[config.mk]
export PLATFORM = sky130hd
export DESIGN_NAME = http2_frame_deframer_core
export DESIGN_NICKNAME = d
export VERILOG_FILES = /design/src/rtl/core/h2d_pkg.sv /design/src/rtl/core/h2d_parser.sv /design/src/rtl/core/http2_frame_deframer_core.sv
export VERILOG_INCLUDE_DIRS = /design/src /design/src/rtl/core
export SDC_FILE = /design/constraint.sdc
export NUM_CORES = 1
export LEC_CHECK = 0
export BUFFER_PORTS_ARGS = -buffer_cell sky130_fd_sc_hd__buf_2
export CAP_MARGIN = 20
export CORE_MARGIN = 3
export CORE_UTILIZATION = 30
export DETAILED_ROUTE_END_ITERATION = 8
export PLACE_DENSITY = 0.5
export SLEW_MARGIN = 15
export SYNTH_ARGS = -nofsm -noshare
export SYNTH_HDL_FRONTEND = slang
export SYNTH_SLANG_ARGS = --single-unit
[constraint.sdc]
create_clock -name clk -period 16.3 [get_ports clk]
set_input_delay 2.445 -clock clk [delete_from_list [all_inputs] [get_ports clk]]
set_output_delay 2.445 -clock clk [all_outputs]
set_load 0.01 [all_outputs]
[src/rtl/core/http2_frame_deframer_core_defines.svh]
// Assertion macros for the HTTP/2 deframer core.
// Included by the top level; no other dependencies.
`ifndef HTTP2_FRAME_DEFRAMER_CORE_DEFINES_SVH
`define HTTP2_FRAME_DEFRAMER_CORE_DEFINES_SVH
`ifndef ASSERT_OFF
`define H2D_ASSERT_IMPL(lbl, clk, rst_n, prop) \
	lbl: assert property (@(posedge clk) disable iff (!rst_n) prop) else $error("h2d check failed");
`define H2D_ASSERT(lbl, prop) `H2D_ASSERT_IMPL(lbl, clk, arst_n, prop)
`else
`define H2D_ASSERT_IMPL(lbl, clk, rst_n, prop)
`define H2D_ASSERT(lbl, prop)
`endif
`endif

[src/rtl/core/h2d_pkg.sv]
// Types and constants for the HTTP/2 deframer core.
// No dependencies.
package h2d_pkg;
	typedef enum logic [8:0] {
		PH_HDR  = 9'b000000001,
		PH_SKIP = 9'b000000010,
		PH_SET  = 9'b000000100,
		PH_WIN  = 9'b000001000,
		PH_GOA  = 9'b000010000,
		PH_GDBG = 9'b000100000,
		PH_PAD  = 9'b001000000,
		PH_PRIO = 9'b010000000,
		PH_BODY = 9'b100000000
	} phase_t;

	localparam logic [2:0] K_HDR = 3'd0, K_PRIO = 3'd1, K_SET = 3'd2, K_WIN = 3'd3,
		K_GOA = 3'd4, K_BYTE = 3'd5, K_END = 3'd6;
	localparam logic [2:0] ST_OK = 3'd0, ST_SKIP = 3'd1, ST_INV = 3'd2, ST_LEN = 3'd3,
		ST_ACK = 3'd4, ST_PAD = 3'd5, ST_TRUNC = 3'd6;
	localparam logic [7:0] T_DATA = 8'd0, T_HEADERS = 8'd1, T_SETTINGS = 8'd4,
		T_GOAWAY = 8'd7, T_WINDOW = 8'd8, TYPE_LIMIT = 8'd13;
	localparam int FL_ACK = 0, FL_PADDED = 3, FL_PRIORITY = 5;

	typedef struct packed {
		logic [2:0]  kind;
		logic [7:0]  frame_type;
		logic [7:0]  frame_flags;
		logic [30:0] stream_id;
		logic [23:0] frame_length;
		logic [31:0] word_a;
		logic [31:0] word_b;
		logic        exclusive_bit;
		logic [7:0]  payload_byte;
		logic        frame_end;
		logic [2:0]  status;
	} result_t;
endpackage

[src/rtl/core/h2d_parser.sv]
// Byte-step parser of the HTTP/2 deframer: frame state and result decode.
// Depends on h2d_pkg.
module h2d_parser (
	input  logic              clk,
	input  logic              arst_n,
	input  logic              step,
	input  logic [7:0]        in_byte,
	output logic              res_valid,
	output h2d_pkg::result_t  res
);
	h2d_pkg::phase_t ph_q, ph_d;
	logic [3:0]  hidx_q, hidx_d;
	logic [23:0] len_q, len_d, left_q, left_d, left_dec;
	logic [7:0]  type_q, type_d, flags_q, flags_d, pad_q, pad_d;
	logic [30:0] strm_q, strm_d;
	logic [47:0] sh_q, sh_d, sh_n;
	logic [2:0]  fidx_q, fidx_d, err_q, err_d;
	logic [31:0] held_q, held_d;

	logic        prio, padded, last, emit;
	logic [23:0] need, avail;
	logic [2:0]  kind;
	logic [31:0] wa, wb;
	logic        ex;
	logic [7:0]  pb;

	// residue mod 3 from the sum of base-4 digits
	function automatic logic [1:0] mod3(input logic [23:0] v);
		logic [5:0] s;
		logic [3:0] t;
		s = '0;
		for (int i = 0; i < 12; i++) s = s + {4'd0, v[2 * i +: 2]};
		t = {2'd0, s[1:0]} + {2'd0, s[3:2]} + {2'd0, s[5:4]};
		if (t >= 4'd6) t = t - 4'd6;
		if (t >= 4'd3) t = t - 4'd3;
		return t[1:0];
	endfunction

	always_ff @(posedge clk or negedge arst_n) begin
		if (!arst_n) begin
			ph_q <= h2d_pkg::PH_HDR; hidx_q <= '0; len_q <= '0; left_q <= '0;
			type_q <= '0; flags_q <= '0; pad_q <= '0; strm_q <= '0; sh_q <= '0;
			fidx_q <= '0; err_q <= '0; held_q <= '0;
		end else if (step) begin
			ph_q <= ph_d; hidx_q <= hidx_d; len_q <= len_d; left_q <= left_d;
			type_q <= type_d; flags_q <= flags_d; pad_q <= pad_d; strm_q <= strm_d;
			sh_q <= sh_d; fidx_q <= fidx_d; err_q <= err_d; held_q <= held_d;
		end
	end

	always_comb begin
		ph_d = ph_q; hidx_d = hidx_q; len_d = len_q; left_d = left_q;
		type_d = type_q; flags_d = flags_q; pad_d = pad_q; strm_d = strm_q;
		sh_d = sh_q; fidx_d = fidx_q; err_d = err_q; held_d = held_q;
		emit = 1'b0; kind = h2d_pkg::K_HDR; wa = '0; wb = '0; ex = 1'b0; pb = '0;
		last = 1'b0;
		sh_n = {sh_q[39:0], in_byte};
		left_dec = (left_q != 24'd0) ? left_q - 24'd1 : 24'd0;
		prio = (type_q == h2d_pkg::T_HEADERS) && flags_q[h2d_pkg::FL_PRIORITY];
		padded = flags_q[h2d_pkg::FL_PADDED];
		need = {21'd0, prio, 1'b0, prio} + {23'd0, padded};
		avail = (left_dec >= {21'd0, prio, 1'b0, prio}) ?
			left_dec - {21'd0, prio, 1'b0, prio} : 24'd0;
		if (ph_q == h2d_pkg::PH_HDR) begin
			if (hidx_q < 4'd3) len_d = {len_q[15:0], in_byte};
			else if (hidx_q == 4'd3) type_d = in_byte;
			else if (hidx_q == 4'd4) flags_d = in_byte;
			else strm_d = {strm_q[22:0], in_byte};
			hidx_d = hidx_q + 4'd1;
			if (hidx_q == 4'd8) begin
				hidx_d = '0; left_d = len_q; pad_d = '0; sh_d = '0; fidx_d = '0;
				held_d = '0; emit = 1'b1; kind = h2d_pkg::K_HDR;
				last = (len_q == 24'd0);
				err_d = h2d_pkg::ST_OK; ph_d = h2d_pkg::PH_SKIP;
				if (type_q >= h2d_pkg::TYPE_LIMIT) err_d = h2d_pkg::ST_INV;
				else if (type_q == h2d_pkg::T_SETTINGS) begin
					if (len_q[0] || mod3(len_q) != 2'd0) err_d = h2d_pkg::ST_LEN;
					else if (flags_q[h2d_pkg::FL_ACK] && len_q != 24'd0)
						err_d = h2d_pkg::ST_ACK;
					else ph_d = h2d_pkg::PH_SET;
				end else if (type_q == h2d_pkg::T_WINDOW) begin
					if (len_q != 24'd4) err_d = h2d_pkg::ST_LEN;
					else ph_d = h2d_pkg::PH_WIN;
				end else if (type_q == h2d_pkg::T_GOAWAY) begin
					if (len_q < 24'd8) err_d = h2d_pkg::ST_LEN;
					else ph_d = h2d_pkg::PH_GOA;
				end else if (type_q == h2d_pkg::T_DATA || type_q == h2d_pkg::T_HEADERS) begin
					if (len_q < need) err_d = h2d_pkg::ST_TRUNC;
					else if (padded) ph_d = h2d_pkg::PH_PAD;
					else if (prio) ph_d = h2d_pkg::PH_PRIO;
					else ph_d = h2d_pkg::PH_BODY;
				end else err_d = h2d_pkg::ST_SKIP;
				if (last) ph_d = h2d_pkg::PH_HDR;
			end
		end else begin
			left_d = left_dec;
			last = (left_dec == 24'd0);
			case (ph_q)
				h2d_pkg::PH_SET: begin
					sh_d = sh_n;
					if (fidx_q >= 3'd5) begin
						emit = 1'b1; kind = h2d_pkg::K_SET; wa = sh_n[31:0];
						wb = {16'd0, sh_n[47:32]}; fidx_d = '0; sh_d = '0;
					end else fidx_d = fidx_q + 3'd1;
				end
				h2d_pkg::PH_WIN: begin
					sh_d = sh_n;
					if (fidx_q >= 3'd3) begin
						emit = 1'b1; kind = h2d_pkg::K_WIN; wa = {1'b0, sh_n[30:0]};
						fidx_d = '0;
					end else fidx_d = fidx_q + 3'd1;
				end
				h2d_pkg::PH_GOA: begin
					sh_d = sh_n;
					if (fidx_q == 3'd3) held_d = sh_n[31:0];
					if (fidx_q >= 3'd7) begin
						emit = 1'b1; kind = h2d_pkg::K_GOA; wa = held_q; wb = sh_n[31:0];
						fidx_d = '0; ph_d = h2d_pkg::PH_GDBG;
					end else fidx_d = fidx_q + 3'd1;
				end
				h2d_pkg::PH_GDBG: begin
					emit = 1'b1; kind = h2d_pkg::K_BYTE; pb = in_byte;
				end
				h2d_pkg::PH_PAD: begin
					pad_d = in_byte;
					if ({16'd0, in_byte} > avail) begin
						err_d = h2d_pkg::ST_PAD; ph_d = h2d_pkg::PH_SKIP;
					end else ph_d = prio ? h2d_pkg::PH_PRIO : h2d_pkg::PH_BODY;
				end
				h2d_pkg::PH_PRIO: begin
					sh_d = sh_n;
					if (fidx_q >= 3'd4) begin
						emit = 1'b1; kind = h2d_pkg::K_PRIO; wa = {1'b0, sh_n[38:8]};
						wb = {24'd0, sh_n[7:0]}; ex = sh_n[39]; fidx_d = '0;
						ph_d = h2d_pkg::PH_BODY;
					end else fidx_d = fidx_q + 3'd1;
				end
				h2d_pkg::PH_BODY: begin
					if (left_dec >= {16'd0, pad_q}) begin
						emit = 1'b1; kind = h2d_pkg::K_BYTE; pb = in_byte;
					end
				end
				default: ;
			endcase
			if (last) begin
				ph_d = h2d_pkg::PH_HDR;
				if (!emit) begin
					emit = 1'b1; kind = h2d_pkg::K_END;
				end
			end
		end
		res_valid = emit;
		res.kind = kind;
		res.frame_type = type_d;
		res.frame_flags = flags_d;
		res.stream_id = strm_d;
		res.frame_length = len_d;
		res.word_a = wa;
		res.word_b = wb;
		res.exclusive_bit = ex;
		res.payload_byte = pb;
		res.frame_end = last;
		res.status = err_d;
	end
endmodule

[src/rtl/core/http2_frame_deframer_core.sv]
// HTTP/2 frame deframer core: one byte per cycle, zero or one result per byte.
// The result is registered: it is valid in the cycle after its byte's transaction.
// Throughput: one byte per cycle while the result register is not held by out_stall.
// Reset: asynchronous, active low; clears parser state and the result valid flag.
// Depends on h2d_pkg, h2d_parser and http2_frame_deframer_core_defines.svh.
`include "http2_frame_deframer_core_defines.svh"
module http2_frame_deframer_core (
	input  logic        clk,
	input  logic        arst_n,
	input  logic        in_valid,
	output logic        in_stall,
	input  logic [7:0]  in_byte,
	output logic        out_valid,
	input  logic        out_stall,
	output logic [2:0]  kind,
	output logic [7:0]  frame_type,
	output logic [7:0]  frame_flags,
	output logic [30:0] stream_id,
	output logic [23:0] frame_length,
	output logic [31:0] word_a,
	output logic [31:0] word_b,
	output logic        exclusive_bit,
	output logic [7:0]  payload_byte,
	output logic        frame_end,
	output logic [2:0]  status
);
	logic step, res_valid;
	h2d_pkg::result_t res, out_q;
	logic ov_q;

	assign in_stall = ov_q && out_stall;
	assign step = in_valid && !in_stall;

	h2d_parser u_parser (
		.clk(clk), .arst_n(arst_n), .step(step), .in_byte(in_byte),
		.res_valid(res_valid), .res(res)
	);

	always_ff @(posedge clk or negedge arst_n) begin
		if (!arst_n) ov_q <= 1'b0;
		else if (!in_stall) ov_q <= step && res_valid;
	end

	always_ff @(posedge clk) begin
		if (step && res_valid) out_q <= res;
	end

	assign out_valid = ov_q;
	assign kind = out_q.kind;
	assign frame_type = out_q.frame_type;
	assign frame_flags = out_q.frame_flags;
	assign stream_id = out_q.stream_id;
	assign frame_length = out_q.frame_length;
	assign word_a = out_q.word_a;
	assign word_b = out_q.word_b;
	assign exclusive_bit = out_q.exclusive_bit;
	assign payload_byte = out_q.payload_byte;
	assign frame_end = out_q.frame_end;
	assign status = out_q.status;

	`H2D_ASSERT(a_hold, out_valid && out_stall |=> out_valid && $stable(out_q))
	`H2D_ASSERT(a_nostep, out_valid && out_stall |-> !step)
	`H2D_ASSERT(a_endkind, out_valid && kind == h2d_pkg::K_END |-> frame_end)
endmodule
Word-level counts from Yosys, hierarchy flattened
Index checks and enable logic that the tools add are counted.
{"block": "classes", "addsub": 20, "n_lt_le_gt_ge": 13, "n_eq_ne": 20, "n_mux": 111, "n_bitwise": 2, "reduce_logical": 29}
{"op": "$mux W32", "n": 7}
{"op": "$mux W31", "n": 6}
{"op": "$mux W24", "n": 6}
{"op": "$mux W9", "n": 16}
{"op": "$pmux W32 S4", "n": 1}
{"op": "$mux W40", "n": 3}
{"op": "$mux W8", "n": 12}
{"op": "$pmux W32 S3", "n": 1}
{"op": "$pmux W40 S2", "n": 1}
{"op": "$mux W3", "n": 23}
{"op": "$add A6 B2 Y6", "n": 10}
{"op": "$logic_not A24 Y1", "n": 2}
{"op": "$reduce_bool A24 Y1", "n": 2}
{"op": "$mux W4", "n": 7}
{"op": "$pmux W9 S3", "n": 1}
{"op": "$ge A24 B3 Y1", "n": 1}
{"op": "$ge A24 B8 Y1", "n": 1}
{"op": "$gt A8 B24 Y1", "n": 1}
{"op": "$lt A24 B24 Y1", "n": 1}
{"op": "$lt A24 B4 Y1 const B", "n": 1}
{"op": "$ne A24 B3 Y1 const B", "n": 1}
{"op": "$sub A24 B1 Y24 const B", "n": 1}
{"op": "$sub A24 B3 Y24", "n": 1}
{"op": "$mux W2", "n": 9}
{"op": "other kinds (50)", "n": 80}
{"block": "word_totals", "reg_bits": 346, "inputBits": 12, "output_inout_bits": 153, "elab_cells": 219}

Depth between registers and ports, before layout
{"block": "logic_depth", "depth_word": 33, "ltp_mapped": 30, "depth_no_buf": 30}

By module
Synthesis repeated with hierarchy kept, for this count alone.
{"block": "unflattened", "cells_unflattened": 1546, "area_unflattened_um2": 17500.5}
{"module": "h2d_parser", "instances": 1, "cells_each": 1389, "area_per_inst_um2": 12902.4, "seq_area_each_um2": 4855.9}
{"module": "http2_frame_deframer_core", "instances": 1, "cells_each": 157, "area_per_inst_um2": 4598.2, "seq_area_each_um2": 4559.4}

Least setup slack after synthesis
OpenSTA, ideal clock, no wires.
{"block": "synth_timing", "path_kind": "flip-flop to flip-flop", "start": "reg u_parser.left_q[14]", "end": "reg out_q (netlist bit exclusive_bit), enable pin", "setup_time_ps": 664, "t_arrival_ps": 9769, "t_required_ps": 15636, "path_slack_ps": 5867, "path_stages_with_launch": 19, "cell_sequence": "dfrtp_1 buf_2 or4_4 nand4b_4 or4_1 clkbuf_1 clkbuf_1 nand2b_1 inv_1 ha_1 a21oi_1 nor2b_1 o21ai_0 a21oi_1 o41a_1 o211ai_2 a211oi_1 nor4_1 nor2_1"}
{"block": "synth_between", "elab_chain_cells": 9}
{"element": "from (decl)", "line": "h2d_parser.sv:13", "source": "logic [23:0] len_q, len_d, left_q, left_d, left_dec;"}
{"element": "from (signal assigned)", "line": "h2d_parser.sv:45", "source": "ph_q <= ph_d; hidx_q <= hidx_d; len_q <= len_d; left_q <= left_d;"}
{"element": "$sub A24 B1 Y24 / $reduce_bool A24 Y1 (equally long branches)", "line": "h2d_parser.sv:58", "source": "left_dec = (left_q != 24'd0) ? left_q - 24'd1 : 24'd0;"}
{"element": "$mux W24 *", "line": "h2d_parser.sv:58"}
{"element": "$ge A24 B8 Y1", "line": "h2d_parser.sv:139", "source": "if (left_dec >= {16'd0, pad_q}) begin"}
{"element": "$mux W1", "line": "h2d_parser.sv:139"}
{"element": "$pmux W1 S6", "line": "h2d_parser.sv:98", "source": "case (ph_q)"}
{"element": "$mux W1", "line": "h2d_parser.sv:64", "source": "if (ph_q == h2d_pkg::PH_HDR) begin"}
{"element": "$mux W1 *", "line": "h2d_parser.sv:145", "source": "if (last) begin"}
{"element": "$mux W1 *", "line": "h2d_parser.sv:64"}
{"element": "$logic_and A1 B1 Y1 *", "line": "http2_frame_deframer_core.sv:45", "source": "if (step && res_valid) out_q <= res;"}
{"element": "to (signal assigned)", "line": "http2_frame_deframer_core.sv:45"}
{"element": "to (decl)", "line": "http2_frame_deframer_core.sv:28", "source": "h2d_pkg::result_t res, out_q;"}
Mark *: on every way between the ends. The rest lies on a longest branch, timed or not. The select of a mux whose other input is x is not followed.
A chain may end at the register's enable or synchronous reset.

==> results.yml <==
cells_and_area:
  area_growth_pct: 16.6
  nFillCells: 5767
  layout_commonest_cell: "nand2_1"
  drive_gt1_frac: 0.188
  fin_nets: 1905
  final_cell_mix: "429 x nand2_1, 194 x dfrtp_1, 163 x buf_2"
global_route:
  track_usage: 0.168
  grt_start_max_net_pins: 89
  grt_pass1_wl_um: 79400
  antenna_found_initial: 0
  overflow: 0
  grt_pass1_vias: 13300
synth:
  syn_nets: 1772
  syn-mean-instance-area_um2: 10.2
  syn_area_um2: 17400
  synth_top_area_frac: 0.280
  ys.flop_type: "dfrtp_1"
  yosys_warnings: 0
  synthTopCellsByArea: "dfrtp_1 28%, edfxtp_1 26%, nand2_1 9.3%, mux2_2 3.8%, ha_1 3.1%"
  yosys.area.top_type: "dfrtp_1"
  synth_cells: 1696
  ys_seq_area_frac: 0.542
  synth-edff-count: 151
  ys_types: 83
  synthArstFlopShare: 0.564
  synth-seq-cells: 346
timing:
  worstMarginPinSlew_ns: 0.980
  period_share: 0.484
  max_freq_ghz: 0.127
  fin_setup_tns_ns: 0
  drv_slew: 0
  fin_skew_ns: 0.0285
  worst_slack_ns: 8.41
  final_hold_viol_count: 0
  finalSetupViolCount: 0
  period_needed_ns: 7.89
  rsz0062_at_grt: "no"
  maxSlewHeadroom: 0.347
placement:
  dp_hpwl_um: 34500
  io_buffers: 164
  place_ws_ns: 8.43
  gp_congestion: 0.854
detailed_routing:
  drt_first_pass_iters: 6
  routed_wl_um: 51200
  dr_total_vias: 13200
  drt_iter0_markers: 1139
  avgViaCountPerCell: 5.06
  ant_nets: 0
  drc: 0
  wl_per_cell_um: 19.5
die:
  core_area_um2: 56800
  start_util: 0.305
  io_pins: 165
  die_h_um: 247
  die-area_um2: 60800
  die_w_um: 247
  num_rows: 87
clock_tree:
  clock_path_buffers: 3
  cts.htree.levels: 2
  numCtsBuffers: 41
  clk_latency_ns: 0.57
  cts_root_buf: "clkbuf_16"
  cts.clk_slew.worst_paths_ns: 0.06
  holdBufCountCts: 0
  cts_resized: 0
  cts_setup_buffers: 0
  cts_tree: "built"
  cts_sinks: 346
worst_setup_path:
  critical_path.max_fanout: 8
  cpPeakStageDelay_ns: 0.59
  worstSetupStartpointType: "flip-flop"
  cpMaxStageDelayCell: "fa_1"
  cp_data_arrival_time_ns: 8.21
  critPathKind: "reg -> reg"
  crit_path_end_kind: "flip-flop"
  cp.required_ns: 16.62
  r2r_setup_slack_ns: 8.41
  worst_path_most_repeated_cell: "fa_1"
job:
  cap_viol_max_count: 0
run_status:
  status: "completed"
hold_path:
  worstHoldPathType: "reg -> reg"
power_and_ir_drop:
  leakage_uw: 0.00849
  ir_drop_uv: 70.5
  power.density_nw_per_um2: 111
==> critical path: cells and delay by family (launching register included) <==
kind	cells	cell delay, ns
fa+ha+maj	12	4.87
flops	1	0.52
compound gates	6	1.25
simple gates	4	0.48
mux	1	0.27
buf+inv	5	0.26
==> power by group <==
group | internal [µW] | leakage [µW] | switching (µW)
Clock | 469 | 0.000594 | 374
Combinational | 173 | 0.00399 | 258
Sequential | 929 | 0.00390 | 37.1
==> layout make-up <==
class,instances,area (µm²),area share
Clock buffer,47,1060,0.0523
Tap cell,756,946,0.0468
Timing Repair Buffer,187,1050,0.0518
Sequential cell,346,9420,0.465
Antenna cell,1,2.50,0.000124
Clock inverter,27,155,0.00767
Multi-Input combinational cell,1176,7320,0.362
Inverter,77,289,0.0143
==> final timing paths <==
path | startpoint | to | cells after the start
worst min-delay path | u_parser.strm_q[27] | u_parser.strm_q[27] | 2
worst max-delay path | u_parser.len_q[0] | status[1] | 28
worst min register to register | u_parser.strm_q[27] | u_parser.strm_q[27] | 2
min in group asynchronous | arst_n | u_parser.strm_q[25] | 1
max in group asynchronous | arst_n | u_parser.left_q[23] | 2
worst max register to register | u_parser.len_q[0] | status[1] | 28
==> stage by stage <==
stage	hold slack (ns)	util	total power, µW	instances	area [µm²]
detailed placement	0.458	0.333	1410	2539	18900
finish	0.467	0.356	2240	2617	20200
global route	0.493	0.356	2370	2616	20200
CTS	0.472	0.355	2270	2613	20200
global placement	0.452	0.333	1400	2539	18900
floorplan	0.440	-	1300	1696	17400
==> cell usage after synthesis (9+ instances only) <==
master    instances
nand2_1         430
dfrtp_1         194
edfxtp_1        151
o21ai_0         102
nor2_1           82
inv_1            77
clkbuf_1         75
mux2_2           58
a21oi_1          50
ha_1             43
a22o_1           36
nor3_1           35
o31ai_1          30
a22oi_1          29
fa_1             21
nand3_1          21
nor4_1           17
xnor2_1          16
a211oi_1         13
and3_1           13
a31oi_1          12
o21ai_1          11
buf_1            10
buf_2             9
nand4_1           9
or3_1             9
xor2_1            9
==> kinds of logic (layout without fill, tap and decap cells) <==
group,count (synthesis),in the layout,synth area share
AOI/OAI and AO/OA,344,344,0.131
adders and majority gates,64,64,0.0552
other,0,1,0
and+or+nand+nor,683,683,0.180
muxes,60,60,0.0389
DFF,346,346,0.542
xor gates and xnor gates,25,25,0.0126
buffers and inverters,174,338,0.0396
==> registers in the layout, summed over array words and instances, names as in the netlist, 3 cells and up <==
register	cells
stream_id	31
u_parser.pad_q	8
u_parser.held_q	32
status	3
frame_type	8
payload_byte	8
u_parser.fidx_q	3
u_parser.type_q	8
word_a	32
u_parser.ph_q	9
frame_flags	8
u_parser.strm_q	31
u_parser.left_q	24
u_parser.err_q	3
kind	3
u_parser.flags_q	8
u_parser.sh_q	40
u_parser.len_q	24
frame_length	24
word_b	32
u_parser.hidx_q	4
==> routing by layer <==
layer	up-vias	track usage	wire, µm
li1	6260	-	-
met1	6518	0.235	23300
met2	398	0.268	23800
met3	65	0.0301	2910
met4	0	0.0466	1150
met5	-	0	0
No activity file was read; power rests on OpenSTA's default activity.
